**config.mk**
```make
export PLATFORM = sky130hd
export DESIGN_NAME = delta_instruction_encoder
export DESIGN_NICKNAME = d
export VERILOG_FILES = /design/src/die_pkg.sv /design/src/delta_instruction_encoder.sv /design/src/die_encode.sv /design/src/die_emit.sv
export SDC_FILE = /design/constraint.sdc
export NUM_CORES = 1
export LEC_CHECK = 0
export ABC_AREA = 1
export BUFFER_PORTS_ARGS = -buffer_cell sky130_fd_sc_hd__buf_4
export CAP_MARGIN = 20
export CORE_UTILIZATION = 62
export CTS_CLUSTER_SIZE = 25
export DETAILED_ROUTE_END_ITERATION = 10
export GPL_TIMING_DRIVEN = 0
export HOLD_SLACK_MARGIN = 0.02
export MAX_ROUTING_LAYER = met4
export PLACE_DENSITY = 0.85
export SLEW_MARGIN = 20
export SYNTH_ARGS = -nofsm -noshare
export SYNTH_HDL_FRONTEND = slang
export SYNTH_SLANG_ARGS = --single-unit
```
**constraint.sdc**
```tcl
create_clock -name aclk -period 10.98 [get_ports aclk]
set_clock_uncertainty 0.05 [all_clocks]
set_input_delay 0.549 -clock aclk [delete_from_list [all_inputs] [get_ports aclk]]
set_output_delay 0.549 -clock aclk [all_outputs]
set_load 0.01 [all_outputs]
```
**src/die_pkg.sv**
```systemverilog
// Package for the delta instruction encoder: command codes, item and frame types,
// and the fixed constants of the delta byte format. No dependencies.
`timescale 1ns / 1ps
`default_nettype none

package die_pkg;

    typedef enum logic [1:0] {
        CMD_SIZE_HEADER  = 2'd0,
        CMD_COPY_OP      = 2'd1,
        CMD_INSERT_START = 2'd2,
        CMD_INSERT_DATA  = 2'd3
    } cmd_t;

    localparam int FRAME_BYTES = 8;

    localparam logic [7:0]  FLAG_BASE      = 8'h80;
    localparam logic [6:0]  CHUNK_MAX      = 7'd127;
    localparam logic [23:0] COPY_LEN_IMPL  = 24'h010000;

    // One request as captured from the input channel.
    typedef struct packed {
        cmd_t        command;
        logic [31:0] size_value;
        logic [31:0] copy_offset;
        logic [23:0] copy_length;
        logic [23:0] insert_length;
        logic [7:0]  data_byte;
    } item_t;

    // All result bytes of one request, sent one per cycle while m_ready is high.
    typedef struct packed {
        logic [FRAME_BYTES-1:0][7:0] bytes;
        logic [2:0]                  last_idx;
        logic                        bad;
    } frame_t;

endpackage

`default_nettype wire

```
**src/delta_instruction_encoder.sv**
```systemverilog
// Delta instruction encoder top level: input register, insert state, encoder, emitter.
// Depends on die_pkg, die_encode and die_emit.
//
// Usage: each request on the s_ channel is one delta operation (size header,
// copy op, insert start or insert data byte). The m_ channel returns the
// encoded delta bytes one per cycle while m_ready is high; m_last_of_run marks
// the final byte of a request, m_bad_item an out-of-sequence one (one result only).
// A request is captured in the input register, encoded there, and its result
// bytes are then loaded into the result register, which drives m_.
// Throughput: one request per cycle while m_ready is high and each yields at
// most one byte; a request with more bytes holds the result register until its last
// is taken (up to 8 bytes for a copy op), and the input register holds the next one.
// An in-sequence insert start yields no bytes and never waits on the emitter.
// Reset (aresetn low, synchronous) empties both registers and clears the
// pending insert and chunk counts.
// Stall: when m_ready is low the current byte holds; one further request that
// has bytes is still taken into the input register, then s_ready drops.
`timescale 1ns / 1ps
`default_nettype none

module delta_instruction_encoder (
    input  wire logic        aclk,
    input  wire logic        aresetn,
    input  wire logic        s_valid,
    output logic             s_ready,
    input  wire logic [1:0]  s_command,
    input  wire logic [31:0] s_size_value,
    input  wire logic [31:0] s_copy_offset,
    input  wire logic [23:0] s_copy_length,
    input  wire logic [23:0] s_insert_length,
    input  wire logic [7:0]  s_data_byte,
    output logic             m_valid,
    input  wire logic        m_ready,
    output logic [7:0]       m_out_byte,
    output logic             m_last_of_run,
    output logic             m_bad_item
);
    import die_pkg::*;

    item_t       item_reg;
    logic        item_valid_reg, item_valid_next;
    logic [23:0] insert_remaining_reg, insert_remaining_next;
    logic [6:0]  chunk_remaining_reg, chunk_remaining_next;

    frame_t      frame;
    logic        has_result;
    logic        state_we;
    logic        can_load;
    logic        advance;
    logic        accept;

    die_encode u_encode (
        .item                  (item_reg),
        .insert_remaining      (insert_remaining_reg),
        .chunk_remaining       (chunk_remaining_reg),
        .frame                 (frame),
        .has_result            (has_result),
        .state_we              (state_we),
        .insert_remaining_next (insert_remaining_next),
        .chunk_remaining_next  (chunk_remaining_next)
    );

    // requests with no result bytes never wait on the emitter
    assign advance = item_valid_reg && (!has_result || can_load);
    assign s_ready = !item_valid_reg || advance;
    assign accept  = s_valid && s_ready;

    die_emit u_emit (
        .aclk          (aclk),
        .aresetn       (aresetn),
        .load          (advance && has_result),
        .frame_in      (frame),
        .can_load      (can_load),
        .m_valid       (m_valid),
        .m_ready       (m_ready),
        .m_out_byte    (m_out_byte),
        .m_last_of_run (m_last_of_run),
        .m_bad_item    (m_bad_item)
    );

    always_comb begin
        item_valid_next = item_valid_reg;
        if (accept) begin
            item_valid_next = 1'b1;
        end else if (advance) begin
            item_valid_next = 1'b0;
        end
    end

    always_ff @(posedge aclk) begin
        if (!aresetn) begin
            item_valid_reg       <= 1'b0;
            insert_remaining_reg <= '0;
            chunk_remaining_reg  <= '0;
        end else begin
            item_valid_reg <= item_valid_next;
            if (advance && state_we) begin
                insert_remaining_reg <= insert_remaining_next;
                chunk_remaining_reg  <= chunk_remaining_next;
            end
        end
    end

    always_ff @(posedge aclk) begin
        if (accept) begin
            item_reg.command       <= cmd_t'(s_command);
            item_reg.size_value    <= s_size_value;
            item_reg.copy_offset   <= s_copy_offset;
            item_reg.copy_length   <= s_copy_length;
            item_reg.insert_length <= s_insert_length;
            item_reg.data_byte     <= s_data_byte;
        end
    end

endmodule

`default_nettype wire

```
**src/die_encode.sv**
```systemverilog
// Encoder logic: builds the result bytes of one request and the next insert state.
// Depends on die_pkg.
`timescale 1ns / 1ps
`default_nettype none

module die_encode (
    input  var die_pkg::item_t  item,
    input  wire logic [23:0]    insert_remaining,
    input  wire logic [6:0]     chunk_remaining,
    output die_pkg::frame_t     frame,
    output logic                has_result,
    output logic                state_we,
    output logic [23:0]         insert_remaining_next,
    output logic [6:0]          chunk_remaining_next
);
    import die_pkg::*;

    logic [34:0] var_ext;
    logic [2:0]  var_last;
    logic [2:0]  off_nb;
    logic [1:0]  len_nb;
    logic [7:0]  flag;
    logic [2:0]  k;
    logic [2:0]  m;
    logic [6:0]  chunk_cnt;

    always_comb begin
        var_ext = {3'b000, item.size_value};
        if (item.size_value >= 32'h1000_0000)      var_last = 3'd4;
        else if (item.size_value >= 32'h0020_0000) var_last = 3'd3;
        else if (item.size_value >= 32'h0000_4000) var_last = 3'd2;
        else if (item.size_value >= 32'h0000_0080) var_last = 3'd1;
        else                                       var_last = 3'd0;

        if (item.copy_offset >= 32'h0100_0000)      off_nb = 3'd4;
        else if (item.copy_offset >= 32'h0001_0000) off_nb = 3'd3;
        else if (item.copy_offset >= 32'h0000_0100) off_nb = 3'd2;
        else                                        off_nb = 3'd1;

        if (item.copy_length == COPY_LEN_IMPL)      len_nb = 2'd0;
        else if (item.copy_length >= 24'h01_0000)   len_nb = 2'd3;
        else if (item.copy_length >= 24'h00_0100)   len_nb = 2'd2;
        else                                        len_nb = 2'd1;

        flag = FLAG_BASE;
        for (int i = 0; i < 4; i++) begin
            flag[i] = (3'(i) < off_nb);
        end
        for (int i = 0; i < 3; i++) begin
            flag[4 + i] = (2'(i) < len_nb);
        end

        chunk_cnt = (insert_remaining >= 24'(CHUNK_MAX)) ? CHUNK_MAX
                                                         : insert_remaining[6:0];

        frame                 = '0;
        has_result            = 1'b1;
        state_we              = 1'b0;
        insert_remaining_next = insert_remaining;
        chunk_remaining_next  = chunk_remaining;
        k                     = '0;
        m                     = '0;

        unique case (item.command)
            CMD_SIZE_HEADER: begin
                for (int i = 0; i < 5; i++) begin
                    frame.bytes[i] = {(3'(i) < var_last), var_ext[7*i +: 7]};
                end
                frame.last_idx = var_last;
            end
            CMD_COPY_OP: begin
                frame.bytes[0] = flag;
                for (int j = 1; j < FRAME_BYTES; j++) begin
                    k = 3'(j - 1);
                    m = k - off_nb;
                    if (k < off_nb) begin
                        frame.bytes[j] = item.copy_offset[8*k[1:0] +: 8];
                    end else if (m == 3'd0) begin
                        frame.bytes[j] = item.copy_length[7:0];
                    end else if (m == 3'd1) begin
                        frame.bytes[j] = item.copy_length[15:8];
                    end else begin
                        frame.bytes[j] = item.copy_length[23:16];
                    end
                end
                frame.last_idx = off_nb + {1'b0, len_nb};
            end
            CMD_INSERT_START: begin
                if (insert_remaining != '0) begin
                    frame.bad = 1'b1;
                end else begin
                    has_result            = 1'b0;
                    state_we              = 1'b1;
                    insert_remaining_next = item.insert_length;
                    chunk_remaining_next  = '0;
                end
            end
            CMD_INSERT_DATA: begin
                if (insert_remaining == '0) begin
                    frame.bad = 1'b1;
                end else begin
                    state_we              = 1'b1;
                    insert_remaining_next = insert_remaining - 24'd1;
                    if (chunk_remaining == '0) begin
                        // open a new chunk with its count byte
                        frame.bytes[0]       = {1'b0, chunk_cnt};
                        frame.bytes[1]       = item.data_byte;
                        frame.last_idx       = 3'd1;
                        chunk_remaining_next = chunk_cnt - 7'd1;
                    end else begin
                        frame.bytes[0]       = item.data_byte;
                        chunk_remaining_next = chunk_remaining - 7'd1;
                    end
                end
            end
            default: begin
                frame.bad = 1'b1;
            end
        endcase
    end

endmodule

`default_nettype wire

```
**src/die_emit.sv**
```systemverilog
// Result register: holds one frame of bytes, sent one per cycle while m_ready is high.
// Depends on die_pkg.
`timescale 1ns / 1ps
`default_nettype none

module die_emit (
    input  wire logic            aclk,
    input  wire logic            aresetn,
    input  wire logic            load,
    input  var die_pkg::frame_t  frame_in,
    output logic                 can_load,
    output logic                 m_valid,
    input  wire logic            m_ready,
    output logic [7:0]           m_out_byte,
    output logic                 m_last_of_run,
    output logic                 m_bad_item
);
    import die_pkg::*;

    frame_t     frame_reg;
    logic       valid_reg, valid_next;
    logic [2:0] idx_reg, idx_next;
    logic       last;

    assign last          = (idx_reg == frame_reg.last_idx);
    assign can_load      = !valid_reg || (last && m_ready);
    assign m_valid       = valid_reg;
    assign m_out_byte    = frame_reg.bytes[idx_reg];
    assign m_last_of_run = last;
    assign m_bad_item    = frame_reg.bad;

    always_comb begin
        valid_next = valid_reg;
        idx_next   = idx_reg;
        if (load) begin
            valid_next = 1'b1;
            idx_next   = '0;
        end else if (valid_reg && m_ready) begin
            if (last) begin
                valid_next = 1'b0;
            end else begin
                idx_next = idx_reg + 3'd1;
            end
        end
    end

    always_ff @(posedge aclk) begin
        if (!aresetn) begin
            valid_reg <= 1'b0;
            idx_reg   <= '0;
        end else begin
            valid_reg <= valid_next;
            idx_reg   <= idx_next;
        end
    end

    always_ff @(posedge aclk) begin
        if (load) begin
            frame_reg <= frame_in;
        end
    end

endmodule

`default_nettype wire

```
==> impl_metrics.yaml <==
clock_tree:
  clkTransAtPathRegs_ns: 0.06
  cts.sinks: 226
  cts_tree: "done"
  post_cts_buffers: 0
  htreeDepth: 1
  cts_resized: 0
  cts-buffers-inserted: 23
  cts_root_buf: "clkbuf_16"
  cts_hold_buf: 0
  clock_latency_ns: 0.52
  clockBufferDepth: 3
route:
  drc_errors: 0
  wl_per_cell_um: 20.2
  drt_pass1_iterations: 6
  drt_wl_total_mm: 28.7
  ant_nets: 0
  drt_iter0_drc: 1108
  vias: 8593
  vias_per_cell: 6.05
yosys:
  synthesis.nets: 1156
  ys_top_cells_by_area: "edfxtp_1 55%, dfxtp_1 7.0%, nand2_1 6.1%, nor2_1 5.6%, o21ai_0 4.7%"
  yosysWarnings: 0
  synth_top_area_cell: "edfxtp_1"
  ys_top_cells_by_count: "190 x edfxtp_1, 166 x nand2_1, 154 x nor2_1, 96 x o21ai_0, 86 x inv_1"
  async_reset_ff_share_pct: 0
  netlist.area_leader.share_pct: 55.5
  yosysSeqAreaShare_pct: 62.5
  synth-seq-cells: 226
  syn_area_per_cell_um2: 10.0
  synth_area_um2: 10300
  synth_most_common_cell: "edfxtp_1"
  synth_cells: 1024
  synth_cell_type_count: 46
  synth_edf_count: 190
  synth-main-ff-cell: "edfxtp_1"
critical_path:
  critical_path_depth: 8
  worstPathCellList: "buf_2 > inv_1 > clkbuf_1 > o21ai_0 > o22ai_1 > nor2_1 > a31oi_1 > buf_4"
  cp.required_ns: 10.38
  r2r_cells: 9
  crit_family: "buffers and inverters"
  worstPathArrival_ns: 2.40
  end_kind: "output pin"
  crit_path_max_incr_delay_ns: 0.45
  criticalPathCategory: "reg -> out"
  cp_max_fo: 10
  r2r-end: "item_reg[32]"
  crit_path_top_delay_cell: "clkbuf_1"
  rr_startpoint: "insert_remaining_reg[0]"
  rrSetupSlack_ns: 8.10
  crit_buf_inv: 4
  cp-start-kind: "flop"
grt:
  antenna_found_initial: 0
  grtUsageTotal_pct: 35.3
  grt_pass1_vias: 7966
  grt-ovfl-total: 0
  grt_max_degree: 70
  grt_pass1_wl_mm: 43.0
placed_design:
  dpl_cell_area_um2: 11600
  dpl.hpwl_mm: 21.1
  place_congestion: 0.979
  port_buffers: 137
die:
  rows: 46
  die_w_um: 131
  boundaryPins: 138
  die_y_um: 131
  core_area_um2: 16100
  initial_core_util_pct: 64.1
  dieArea_um2: 17100
cells_and_area:
  fin_nets: 1320
  fill_cells: 1076
  area_growth_pct: 20.4
  fin_area_um2: 12400
  antenna_cells: 0
  drive_above_1_share_pct: 17.3
  largest_reg_flops: 122
timing:
  max_freq_ghz: 0.334
  slew_viol_final: 0
  tns_ns: 0
  hold_slack_ns: 0.157
  setup_viol: 0
  fin_crit_sh_pct: 27.3
  min_period_ns: 3.00
  slew_headroom_pct: 53.4
  rsz0062_at_grt: "no"
  hold_viol: 0
  tightest_slew_ns: 0.699
hold_path:
  hold_end: "item_reg[1]"
  min_path_type: "in -> reg"
  worstHoldStart: "s_data_byte[1]"
  hold_depth: 1
job:
  drv_cap: 0
outcome:
  status: "complete, no violations"
pwr:
  peakVddDrop_uv: 178
  leakage_nw: 4.93
  p_total_mw: 3.00
  power_density_nw_per_um2: 242
## metal layers
metal / up-vias / global-route usage (%) / share of wire, %
li1: 3938 / - / -
met1: 4025 / 50.3 / 41
met2: 581 / 51.2 / 45
met3: 49 / 8.84 / 12
met4: 0 / 8.18 / 1.8
met5: - / - / 0
## worst max-delay path by stage
stage | start | end | slack (ns)
detailed placement | insert_remaining_reg[0] | item_reg[73] | 8.15
global placement | insert_remaining_reg[0] | item_reg[72] | 5.65
finish | u_emit.idx_reg[1] | m_out_byte[6] | 7.98
floorplan | insert_remaining_reg[0] | item_reg[0] | 6.75
global route | u_emit.idx_reg[1] | m_out_byte[6] | 7.89
CTS | u_emit.idx_reg[1] | m_out_byte[6] | 8.03
## where the power goes
group / internal [mW] / leakage [nW] / switching, mW
Clock: 0.453 / 0.365 / 0.319
Sequential: 1.09 / 2.12 / 0.0739
Combinational: 0.361 / 2.44 / 0.707
## through the flow
stage | setup WS [ns] | utilization (%) | std cells
after floorplan | 6.75 | - | 1024
after global placement | 5.65 | 72.2 | 1377
after detailed placement | 8.15 | 72.5 | 1379
after CTS | 8.03 | 77.1 | 1421
after global routing | 7.89 | 77.1 | 1421
final | 7.98 | 77.1 | 1421
## worst reg2reg max path: cells and delay by family (launching register included)
family / cells / cell delay [ns]
DFF: 1 / 0.38
adders and majority gates: 1 / 0.24
and+or+nand+nor: 5 / 0.88
buffers and inverters: 3 / 0.92
## logic make-up (layout without fill, tap and decap cells)
family / Yosys count / count (layout) / synth area share (%)
and+or+nand+nor: 404 / 404 / 16.9
AOI/OAI and AO/OA: 246 / 246 / 13.7
DFF: 226 / 226 / 62.5
buffers and inverters: 130 / 311 / 5.11
xor gates and xnor gates: 12 / 12 / 1.02
adders and majority gates: 6 / 6 / 0.803
## layout by cell type (no fill, tap or decap), types with 27 or more instances in the layout
cell type,n
a21oi_1,48
buf_4,138
clkbuf_1,31
dfxtp_1,36
edfxtp_1,190
inv_1,84
nand2_1,166
nand3_1,28
nor2_1,154
o211ai_1,28
o21ai_0,96
o22ai_1,27
## final cells by class
type	count	area (um^2)	share of cell area, %
clock inverter	17	154	1.24
multi-input combinational	668	3340	26.9
tap	216	270	2.18
buffer	41	189	1.53
clock buffer	25	583	4.71
sequential	226	6430	51.9
timing repair buffer	139	1080	8.75
inverter	89	344	2.78
Power figures use the tool's default switching activity.
